## config.mk

```make
export PLATFORM = sky130hd
export DESIGN_NAME = height_to_rainbow_color_core
export DESIGN_NICKNAME = d
export VERILOG_FILES = /design/src/hw/rtl/hrc_pkg.sv /design/src/hw/rtl/hrc_div.sv /design/src/hw/rtl/height_to_rainbow_color_core.sv
export VERILOG_INCLUDE_DIRS = /design/src /design/src/hw/rtl
export SDC_FILE = /design/constraint.sdc
export NUM_CORES = 2
export LEC_CHECK = 0
export ABC_AREA = 1
export BUFFER_PORTS_ARGS = -buffer_cell sky130_fd_sc_hd__buf_2
export CAP_MARGIN = 20
export CORE_UTILIZATION = 50
export DETAILED_ROUTE_END_ITERATION = 10
export PLACE_DENSITY_LB_ADDON = 0.08
export SLEW_MARGIN = 10
export SYNTH_ARGS = -nofsm -noshare
export SYNTH_HDL_FRONTEND = slang
export SYNTH_SLANG_ARGS = --single-unit
```

## constraint.sdc

```tcl
create_clock -name clk_i -period 8.2 [get_ports clk_i]
set_input_delay 1.64 -clock clk_i [delete_from_list [all_inputs] [get_ports clk_i]]
set_output_delay 1.64 -clock clk_i [all_outputs]
set_load 0.005 [all_outputs]
```

## src/hw/rtl/height_to_rainbow_color_core_assert.svh

```systemverilog
// Assertion macros shared by the colour map RTL.
// Clocked on clk_i, disabled while rst_ni is low.
`ifndef HEIGHT_TO_RAINBOW_COLOR_CORE_ASSERT_SVH
`define HEIGHT_TO_RAINBOW_COLOR_CORE_ASSERT_SVH
`ifndef NO_ASSERTIONS
`define HRC_ASSERT(lbl, prop, msg) \
  lbl: assert property (@(posedge clk_i) disable iff (!rst_ni) prop) else $error(msg);
`define HRC_ASSERT_NEVER(lbl, cond, msg) \
  `HRC_ASSERT(lbl, !(cond), msg)
`else
`define HRC_ASSERT(lbl, prop, msg)
`define HRC_ASSERT_NEVER(lbl, cond, msg)
`endif
`endif

```

## src/hw/rtl/hrc_pkg.sv

```systemverilog
`default_nettype none
package hrc_pkg;

  // Colour depth; all ones means full intensity
  localparam int unsigned COLOR_BITS = 8;
  localparam logic [COLOR_BITS-1:0] CMAX = {COLOR_BITS{1'b1}};
  localparam logic [COLOR_BITS-1:0] HALF_COLOR = {1'b1, {(COLOR_BITS-1){1'b0}}};

  // One quotient bit per divider stage
  localparam int unsigned DIV_STEPS = 16;
  // Register stages from accepted beat to result strobe
  localparam int unsigned PIPE_DEPTH = DIV_STEPS + 6;

  // Register reset values
  localparam logic [31:0] HEIGHT_LOW_RST  = 32'h0000_0000;
  localparam logic [31:0] HEIGHT_HIGH_RST = 32'h0001_0000;
  localparam logic [15:0] HUE_FACTOR_RST  = 16'd26214;

  // Register index on the configuration port
  typedef enum logic [1:0] {
    REG_HEIGHT_LOW  = 2'd0,
    REG_HEIGHT_HIGH = 2'd1,
    REG_HUE_FACTOR  = 2'd2
  } hrc_reg_e;

  // Hue sectors of the rainbow
  typedef enum logic [2:0] {
    SECTOR_RED_YELLOW    = 3'd0,
    SECTOR_YELLOW_GREEN  = 3'd1,
    SECTOR_GREEN_CYAN    = 3'd2,
    SECTOR_CYAN_BLUE     = 3'd3,
    SECTOR_BLUE_MAGENTA  = 3'd4,
    SECTOR_MAGENTA_RED   = 3'd5
  } hrc_sector_e;

  // Flags that travel with a beat through the divider
  typedef struct packed {
    logic invalid;   // empty height range
    logic clamp_lo;  // height at or below the lower bound
    logic clamp_hi;  // height at or above the upper bound
  } hrc_tag_t;

endpackage
`default_nettype wire

```

## src/hw/rtl/hrc_div.sv

```systemverilog
`default_nettype none
`include "height_to_rainbow_color_core_assert.svh"
// Pipelined restoring divider: quot = floor(rem * 2^16 / span) for rem < span,
// one quotient bit per stage.
module hrc_div import hrc_pkg::*; (
  input  wire logic           clk_i,
  input  wire logic           rst_ni,
  input  wire logic           in_valid_i,
  input  wire hrc_tag_t       in_tag_i,
  input  wire logic [31:0]    rem_i,
  input  wire logic [31:0]    span_i,
  output logic                out_valid_o,
  output hrc_tag_t            out_tag_o,
  output logic [DIV_STEPS-1:0] quot_o
);

  logic                 valid_q [DIV_STEPS];
  hrc_tag_t             tag_q   [DIV_STEPS];
  logic [31:0]          rem_q   [DIV_STEPS];
  logic [31:0]          span_q  [DIV_STEPS];
  logic [DIV_STEPS-1:0] quot_q  [DIV_STEPS];

  for (genvar k = 0; k < DIV_STEPS; k++) begin : g_step
    logic                 prev_valid;
    hrc_tag_t             prev_tag;
    logic [31:0]          prev_rem;
    logic [31:0]          prev_span;
    logic [DIV_STEPS-1:0] prev_quot;
    logic [32:0]          shl;
    logic                 take;
    logic [32:0]          diff;
    logic [31:0]          rem_d;
    logic [DIV_STEPS-1:0] quot_d;

    // Pick up the previous stage, or the input beat for the first one
    if (k == 0) begin : g_first
      assign prev_valid = in_valid_i;
      assign prev_tag   = in_tag_i;
      assign prev_rem   = rem_i;
      assign prev_span  = span_i;
      assign prev_quot  = '0;
    end else begin : g_next
      assign prev_valid = valid_q[k-1];
      assign prev_tag   = tag_q[k-1];
      assign prev_rem   = rem_q[k-1];
      assign prev_span  = span_q[k-1];
      assign prev_quot  = quot_q[k-1];
    end

    // Shift in one numerator zero, subtract the divisor where it fits
    assign shl    = {prev_rem, 1'b0};
    assign take   = (shl >= {1'b0, prev_span});
    assign diff   = shl - {1'b0, prev_span};
    assign rem_d  = take ? diff[31:0] : shl[31:0];
    assign quot_d = {prev_quot[DIV_STEPS-2:0], take};

    always_ff @(posedge clk_i or negedge rst_ni) begin
      if (!rst_ni) begin
        valid_q[k] <= 1'b0;
      end else begin
        valid_q[k] <= prev_valid;
      end
    end

    always_ff @(posedge clk_i) begin
      tag_q[k]  <= prev_tag;
      rem_q[k]  <= rem_d;
      span_q[k] <= prev_span;
      quot_q[k] <= quot_d;
    end
  end

  assign out_valid_o = valid_q[DIV_STEPS-1];
  assign out_tag_o   = tag_q[DIV_STEPS-1];
  assign quot_o      = quot_q[DIV_STEPS-1];

  `HRC_ASSERT(a_div_latency, in_valid_i |-> ##DIV_STEPS out_valid_o, "divider lost a beat")
  `HRC_ASSERT_NEVER(a_div_clamp_both, out_valid_o && out_tag_o.clamp_lo && out_tag_o.clamp_hi, "both clamps set")
  `HRC_ASSERT(a_div_rem_below, (out_valid_o && !out_tag_o.invalid && !out_tag_o.clamp_lo && !out_tag_o.clamp_hi) |-> (rem_q[DIV_STEPS-1] < span_q[DIV_STEPS-1]), "remainder not below divisor")

endmodule
`default_nettype wire

```

## src/hw/rtl/height_to_rainbow_color_core.sv

```systemverilog
`default_nettype none
`include "height_to_rainbow_color_core_assert.svh"
// Channel   Ports                                   Beat taken when
// -------   -------------------------------------   ------------------------------
// input     start, busy, height_i                   start high, busy low
// result    done_o, red_o, green_o, blue_o,         done_o high (one cycle)
//           range_invalid_o
// config    psel, penable, pwrite, paddr, pwdata,   psel, penable, pwrite, pready
//           prdata, pready
//
// One beat enters every cycle; each passes the range and clamp stages, the 16-stage
// divider, then the hue, sector, colour and output stages to its result.
// busy stays low: the pipeline always advances and the receiver cannot stall.
// Reset clears the valid bits and loads the register defaults; no clearing pass.
module height_to_rainbow_color_core import hrc_pkg::*; (
  input  wire logic                  clk_i,
  input  wire logic                  rst_ni,
  input  wire logic                  start,
  output logic                       busy,
  input  wire logic [31:0]           height_i,
  output logic                       done_o,
  output logic [COLOR_BITS-1:0]      red_o,
  output logic [COLOR_BITS-1:0]      green_o,
  output logic [COLOR_BITS-1:0]      blue_o,
  output logic                       range_invalid_o,
  input  wire logic                  psel,
  input  wire logic                  penable,
  input  wire logic                  pwrite,
  input  wire logic [3:0]            paddr,
  input  wire logic [31:0]           pwdata,
  output logic [31:0]                prdata,
  output logic                       pready
);

  localparam logic [COLOR_BITS+31:0] ROUND_HALF = {{(COLOR_BITS+1){1'b0}}, 1'b1, 30'b0};
  localparam logic [16:0] U_ONE = 17'h1_0000;
  localparam logic [31:0] Q31_ONE = 32'h8000_0000;

  // ---------------- configuration registers ----------------
  logic [31:0] low_q, high_q;
  logic [15:0] hue_q;
  logic        cfg_wr;
  hrc_reg_e    cfg_idx;

  assign pready  = 1'b1;
  assign busy    = 1'b0;
  assign cfg_wr  = psel && penable && pwrite && pready;
  assign cfg_idx = hrc_reg_e'(paddr[3:2]);

  // Write a register at the access beat
  always_ff @(posedge clk_i or negedge rst_ni) begin
    if (!rst_ni) begin
      low_q  <= HEIGHT_LOW_RST;
      high_q <= HEIGHT_HIGH_RST;
      hue_q  <= HUE_FACTOR_RST;
    end else if (cfg_wr) begin
      case (cfg_idx)
        REG_HEIGHT_LOW:  low_q  <= pwdata;
        REG_HEIGHT_HIGH: high_q <= pwdata;
        REG_HUE_FACTOR:  hue_q  <= pwdata[15:0];
        default: ;
      endcase
    end
  end

  // Read back
  always_comb begin
    case (cfg_idx)
      REG_HEIGHT_LOW:  prdata = low_q;
      REG_HEIGHT_HIGH: prdata = high_q;
      REG_HUE_FACTOR:  prdata = {16'b0, hue_q};
      default:         prdata = '0;
    endcase
  end

  // ---------------- stage A: offset and span ----------------
  logic        a_valid_q, a_inv_q;
  logic [32:0] a_d_q;
  logic [31:0] a_span_q;
  logic [32:0] a_d_d;
  logic [31:0] a_span_d;
  logic        a_inv_d;

  assign a_d_d    = {height_i[31], height_i} - {low_q[31], low_q};
  assign a_span_d = high_q - low_q;
  assign a_inv_d  = ($signed(high_q) <= $signed(low_q));

  always_ff @(posedge clk_i or negedge rst_ni) begin
    if (!rst_ni) begin
      a_valid_q <= 1'b0;
    end else begin
      a_valid_q <= start && !busy;
    end
  end

  always_ff @(posedge clk_i) begin
    a_d_q    <= a_d_d;
    a_span_q <= a_span_d;
    a_inv_q  <= a_inv_d;
  end

  // ---------------- stage B: clamp ----------------
  logic        b_valid_q;
  hrc_tag_t    b_tag_q, b_tag_d;
  logic [31:0] b_rem_q, b_span_q;

  always_comb begin
    b_tag_d.invalid  = a_inv_q;
    b_tag_d.clamp_lo = a_d_q[32] || (a_d_q == '0);
    b_tag_d.clamp_hi = !b_tag_d.clamp_lo && (a_d_q[31:0] >= a_span_q);
  end

  always_ff @(posedge clk_i or negedge rst_ni) begin
    if (!rst_ni) begin
      b_valid_q <= 1'b0;
    end else begin
      b_valid_q <= a_valid_q;
    end
  end

  always_ff @(posedge clk_i) begin
    b_tag_q  <= b_tag_d;
    b_rem_q  <= a_d_q[31:0];
    b_span_q <= a_span_q;
  end

  // ---------------- divider ----------------
  logic                 dv_valid;
  hrc_tag_t             dv_tag;
  logic [DIV_STEPS-1:0] dv_quot;

  hrc_div u_div (
    .clk_i       (clk_i),
    .rst_ni      (rst_ni),
    .in_valid_i  (b_valid_q),
    .in_tag_i    (b_tag_q),
    .rem_i       (b_rem_q),
    .span_i      (b_span_q),
    .out_valid_o (dv_valid),
    .out_tag_o   (dv_tag),
    .quot_o      (dv_quot)
  );

  // ---------------- stage M: invert and scale hue ----------------
  logic        m_valid_q, m_inv_q;
  logic [30:0] m_frac_q;
  logic [16:0] m_u_d;
  logic [32:0] m_h_d;

  always_comb begin
    if (dv_tag.clamp_lo) begin
      m_u_d = U_ONE;
    end else if (dv_tag.clamp_hi) begin
      m_u_d = '0;
    end else begin
      m_u_d = U_ONE - {1'b0, dv_quot};
    end
    m_h_d = {16'b0, m_u_d} * {17'b0, hue_q};
  end

  always_ff @(posedge clk_i or negedge rst_ni) begin
    if (!rst_ni) begin
      m_valid_q <= 1'b0;
    end else begin
      m_valid_q <= dv_valid;
    end
  end

  always_ff @(posedge clk_i) begin
    m_inv_q  <= dv_tag.invalid;
    m_frac_q <= m_h_d[30:0];
  end

  // ---------------- stage S: sector split ----------------
  logic        s_valid_q, s_inv_q;
  hrc_sector_e s_sector_q;
  logic [30:0] s_part_q;
  logic [33:0] s_s6_d;

  assign s_s6_d = {3'b0, m_frac_q} * 34'd6;

  always_ff @(posedge clk_i or negedge rst_ni) begin
    if (!rst_ni) begin
      s_valid_q <= 1'b0;
    end else begin
      s_valid_q <= m_valid_q;
    end
  end

  always_ff @(posedge clk_i) begin
    s_inv_q    <= m_inv_q;
    s_sector_q <= hrc_sector_e'(s_s6_d[33:31]);
    s_part_q   <= s_s6_d[30:0];
  end

  // ---------------- stage N: mirror and convert to colour ----------------
  logic                  n_valid_q, n_inv_q;
  hrc_sector_e           n_sector_q;
  logic [COLOR_BITS-1:0] n_color_q;
  logic [31:0]           n_n_d;
  logic [COLOR_BITS+31:0] n_sum_d;

  assign n_n_d   = s_sector_q[0] ? (Q31_ONE - {1'b0, s_part_q}) : {1'b0, s_part_q};
  assign n_sum_d = ({{COLOR_BITS{1'b0}}, n_n_d} * {32'b0, CMAX}) + ROUND_HALF;

  always_ff @(posedge clk_i or negedge rst_ni) begin
    if (!rst_ni) begin
      n_valid_q <= 1'b0;
    end else begin
      n_valid_q <= s_valid_q;
    end
  end

  always_ff @(posedge clk_i) begin
    n_inv_q    <= s_inv_q;
    n_sector_q <= s_sector_q;
    n_color_q  <= n_sum_d[31 +: COLOR_BITS];
  end

  // ---------------- stage O: assemble the colour ----------------
  logic                  done_q, inv_q;
  logic [COLOR_BITS-1:0] red_q, green_q, blue_q;
  logic [COLOR_BITS-1:0] red_d, green_d, blue_d;

  always_comb begin
    if (n_inv_q) begin
      red_d   = CMAX;
      green_d = HALF_COLOR;
      blue_d  = HALF_COLOR;
    end else begin
      case (n_sector_q)
        SECTOR_RED_YELLOW: begin
          red_d = CMAX;      green_d = n_color_q; blue_d = '0;
        end
        SECTOR_YELLOW_GREEN: begin
          red_d = n_color_q; green_d = CMAX;      blue_d = '0;
        end
        SECTOR_GREEN_CYAN: begin
          red_d = '0;        green_d = CMAX;      blue_d = n_color_q;
        end
        SECTOR_CYAN_BLUE: begin
          red_d = '0;        green_d = n_color_q; blue_d = CMAX;
        end
        SECTOR_BLUE_MAGENTA: begin
          red_d = n_color_q; green_d = '0;        blue_d = CMAX;
        end
        default: begin
          red_d = CMAX;      green_d = '0;        blue_d = n_color_q;
        end
      endcase
    end
  end

  always_ff @(posedge clk_i or negedge rst_ni) begin
    if (!rst_ni) begin
      done_q <= 1'b0;
    end else begin
      done_q <= n_valid_q;
    end
  end

  always_ff @(posedge clk_i) begin
    inv_q   <= n_inv_q;
    red_q   <= red_d;
    green_q <= green_d;
    blue_q  <= blue_d;
  end

  assign done_o          = done_q;
  assign range_invalid_o = inv_q;
  assign red_o           = red_q;
  assign green_o         = green_q;
  assign blue_o          = blue_q;

  `HRC_ASSERT(a_result_follows, (start && !busy) |-> ##PIPE_DEPTH done_o, "accepted beat gave no result")
  `HRC_ASSERT(a_no_phantom, !start |-> ##PIPE_DEPTH !done_o, "result without accepted beat")
  `HRC_ASSERT(a_fallback_colour, (done_o && range_invalid_o) |-> (red_o == CMAX && green_o == HALF_COLOR && blue_o == HALF_COLOR), "wrong fallback colour")
  `HRC_ASSERT(a_full_and_zero, (done_o && !range_invalid_o) |-> ((red_o == CMAX || green_o == CMAX || blue_o == CMAX) && (red_o == '0 || green_o == '0 || blue_o == '0)), "colour not fully saturated")

endmodule
`default_nettype wire
```

==> key figures <==
Logic synthesis
  – Synth top area cells: dfxtp_1 (29%), nand2_1 (15%), ha_1 (11%)
  – Mux share of post-synthesis cell area: 0%
  – Sequential area share after synthesis: 31.4%
  – Distinct cell type count after synthesis: between 50 and 60
  – Most frequent cell after synthesis: nand2_1
  – Yosys reg bits: 1,482
  – Synthesized instance count: 13,547
  – Synth Area in Compound Gates: 8.84%
  – Post-Synth Simple-Gate Area: 27.8%
  – Yosys top cell by area: dfxtp_1
  – Syn nets: about 15,000
  – Number of flops mapped to enable cells by yosys: 0
  – Fraction of the mapped netlist area in adder cells: a little under a fifth
  – Fraction of registers with async set or reset after synthesis: slightly below 7%
  – Main combinational cell family by area after synthesis: simple AND/OR/NAND/NOR gates
  – XOR/XNOR share of the synthesized area: roughly 3.3%
  – Yosys warns: 0
  – Syn Area/Cell: approximately 7.1 sq um
  – Top cell type's share of synthesized area: 28.7%
  – Synth Flop Type: dfxtp_1
  – Mapped cell area: 96,200 sq um
  – Synth cell count leaders: nand2_1 (3,925), inv_1 (2,329), dfxtp_1 (1,380)

Run
  – Max-Cap Viols: 0

Global route
  – Tot GR Track Use: 32.3%
  – Vias in the first global route: 83,671
  – Largest net degree at the start of global routing: 74
  – Number of antenna violations at the first check in global routing: 11
  – First-pass GRT wire length: 486,000 microns
  – Gr ovfl total: 0

Floorplan
  – Die H: 441 microns
  – Core Footprint: approximately 190,000 sq um
  – Initial Util: between 50% and 60%
  – Die width: 441 microns
  – FP Rows: 160
  – # IOs: ~130
  – Die area: 194,000 sq um

Hold path
  – Type of the worst min-delay path: register to register
  – HP Start: u_div.quot_q[0][32]$_DFF_P_

Clock network
  – Hold buffers post-CTS: 0
  – CTS Sinks: 1,482
  – TritonCTS clock tree: yes
  – Post-CTS sizing: 0
  – Clock Latency Late Sink: between 0.8 and 0.9 ns
  – Clock-pin slew on the worst setup and hold paths: ~0.06 ns
  – CTS Buffer Depth: 3
  – Root buf cell: clkbuf_16
  – Setup Buffers After CTS: 0
  – H-tree Lvls: 4
  – Total CTS buffers: 162

Layout
  – Final Cell Area: 105,000 sq um
  – Layout cells sized above 1: 4.71%
  – Final nets: 14,933
  – Area delta synth->final: 8.75%

Setup path
  – Worst r2r dst: m_frac_q[30]$_DFF_P_
  – Worst setup SP type: register
  – CP arrival: 7.82 ns
  – Critical Path End Type: register
  – Most frequent CP cell: nand2_1
  – Critical path class: register to register
  – R2R Setup Slk: 1.09 ns
  – CP delay by family, top: adder cells
  – CP Max Fanout: 12
  – Worst Reg-to-Reg Cells: 31
  – CP max-delay cell: fa_1
  – Worst path depth: 31
  – Worst path required time: 8.90 ns
  – R2R Path Start: u_div.quot_q[1][112]$_DFF_P_
  – Worst setup endpoint: m_frac_q[30]$_DFF_P_
  – Critical path startpoint: u_div.quot_q[1][112]$_DFF_P_
  – Max incr delay on CP: ~0.56 ns
  – WP buf/inv: 7

Placed design
  – Gpl congestion: 1.02
  – DP Area: between 90,000 and 100,000 sq um
  – Port buffer count: 129
  – Dpl hpwl: 262,000 microns

Timing
  – Sum Neg Setup Slack: 0 ns
  – Least-Margin Pin Slew: around 1.1 ns
  – Slew headroom: ~27%
  – Worst clock skew: 0.0367 ns
  – Final Hold Viols: 0
  – Fmax: 141 MHz
  – Final Setup Violations: 0
  – Final min period: 7.11 ns
  – Final Slew Violations: 0
  – RSZ-0062 raised after global routing: no
  – Final period utilization: 86.7%

Routing
  – # DRC: 0
  – Wire per inst: 19.6 microns
  – Drt via density: 5.37
  – Starting DRC count in detailed routing: 7,754
  – Post-route ant nets: 0
  – Pre-Repair DR Iteration Count: 6
  – Via count: 87,586
  – Post-Route WL: around 320,000 microns

Status
  – Outcome: finished, final reports clean
layout by cell type, fill, tap and decap left out, types with 21 or more instances in the layout:
master and instances:
nand2_1 3923, inv_1 2329, dfxtp_1 1380, nor2_1 1029, nand3_1 1011, ha_1 815
a21oi_1 771, o21ai_0 505, fa_1 369, xor2_1 309, clkbuf_16 164, nand4_1 140
buf_2 128, dfrtp_1 93, o21bai_1 81, nor3_1 70, nand2_2 56, xnor2_1 55
nor4_1 53, a21oi_2 32, a21o_1 28, nand2_4 27, buf_4 27, clkbuf_1 26
o21ai_1 25, o21a_1 23, or2_2 22, clkbuf_8 21
area by class of cell:
class	count	area [sq um]
Antenna cell	3	7.51
Clock buffer	211	4490
Fill cell	18795	86000
Timing Repair Buffer	157	883
Sequential cell	1482	30200
Clock inverter	88	1040
Tap cell	2511	3140
Multi-Input combinational cell	9527	56000
Inverter	2345	8800
worst min-delay path by stage:
stage,endpoint,cells past startpoint
after floorplan,b_tag_q[2]$_DFF_P_,0
after global placement,u_div.quot_q[0][33]$_DFF_P_,0
after detailed placement,u_div.quot_q[0][17]$_DFF_P_,0
after CTS,u_div.quot_q[0][49]$_DFF_P_,0
after global routing,n_sector_q[2]$_DFF_P_,0
final,u_div.quot_q[0][49]$_DFF_P_,0
logic make-up (layout without fill, tap and decap cells):
logic type | count (synthesis) | in the layout
other | 2 | 5
flip-flops | 1482 | 1482
AO/OA/AOI/OAI | 1554 | 1554
XOR/XNOR | 364 | 364
AND/OR/NAND/NOR | 6423 | 6423
buffers and inverters | 2538 | 2801
adder cells (fa/ha/maj) | 1184 | 1184
sequential cells by signal, indices dropped and copies added, names as in the netlist, 30 cells and up:
name and flops:
u_div.rem_q 480, u_div.span_q 480, u_div.quot_q 136, u_div.tag_q 48, a_d_q 33, a_span_q 32, b_rem_q 32, b_span_q 32
high_q 32, low_q 32, m_frac_q 31, s_part_q 30
per-stage QoR:
step | worst slack [ns] | std cells | hold WS, ns | util, %
floorplan | 2.12 | 13547 | 0.310 | -
global placement | 1.14 | 16020 | 0.311 | 51.9
detailed placement | 1.11 | 16020 | 0.312 | 51.9
CTS | 1.06 | 16319 | 0.301 | 54.9
global route | 0.612 | 16321 | 0.317 | 54.9
finish | 1.09 | 16324 | 0.309 | 54.9
metal layers:
layer / vias to the layer above / track usage (%) / share of wire (%)
li1: 42848 / - / -
met1: 40901 / 45.5 / 46
met2: 3235 / 49.7 / 43
met3: 600 / 5.07 / 7.2
met4: 2 / 12.0 / 4.1
met5: - / 0 / 0.0041
worst reg2reg max path: cells and delay by family, from the launching register on:
family	cells	cell delay, ns
flip-flops	1	0.30
buffers and inverters	7	0.85
AND/OR/NAND/NOR	14	1.68
adder cells (fa/ha/maj)	8	3.67
AO/OA/AOI/OAI	2	0.53
Power is not shown: default switching activity piles up to over one toggle a cycle in this logic, so the estimate is an artifact.
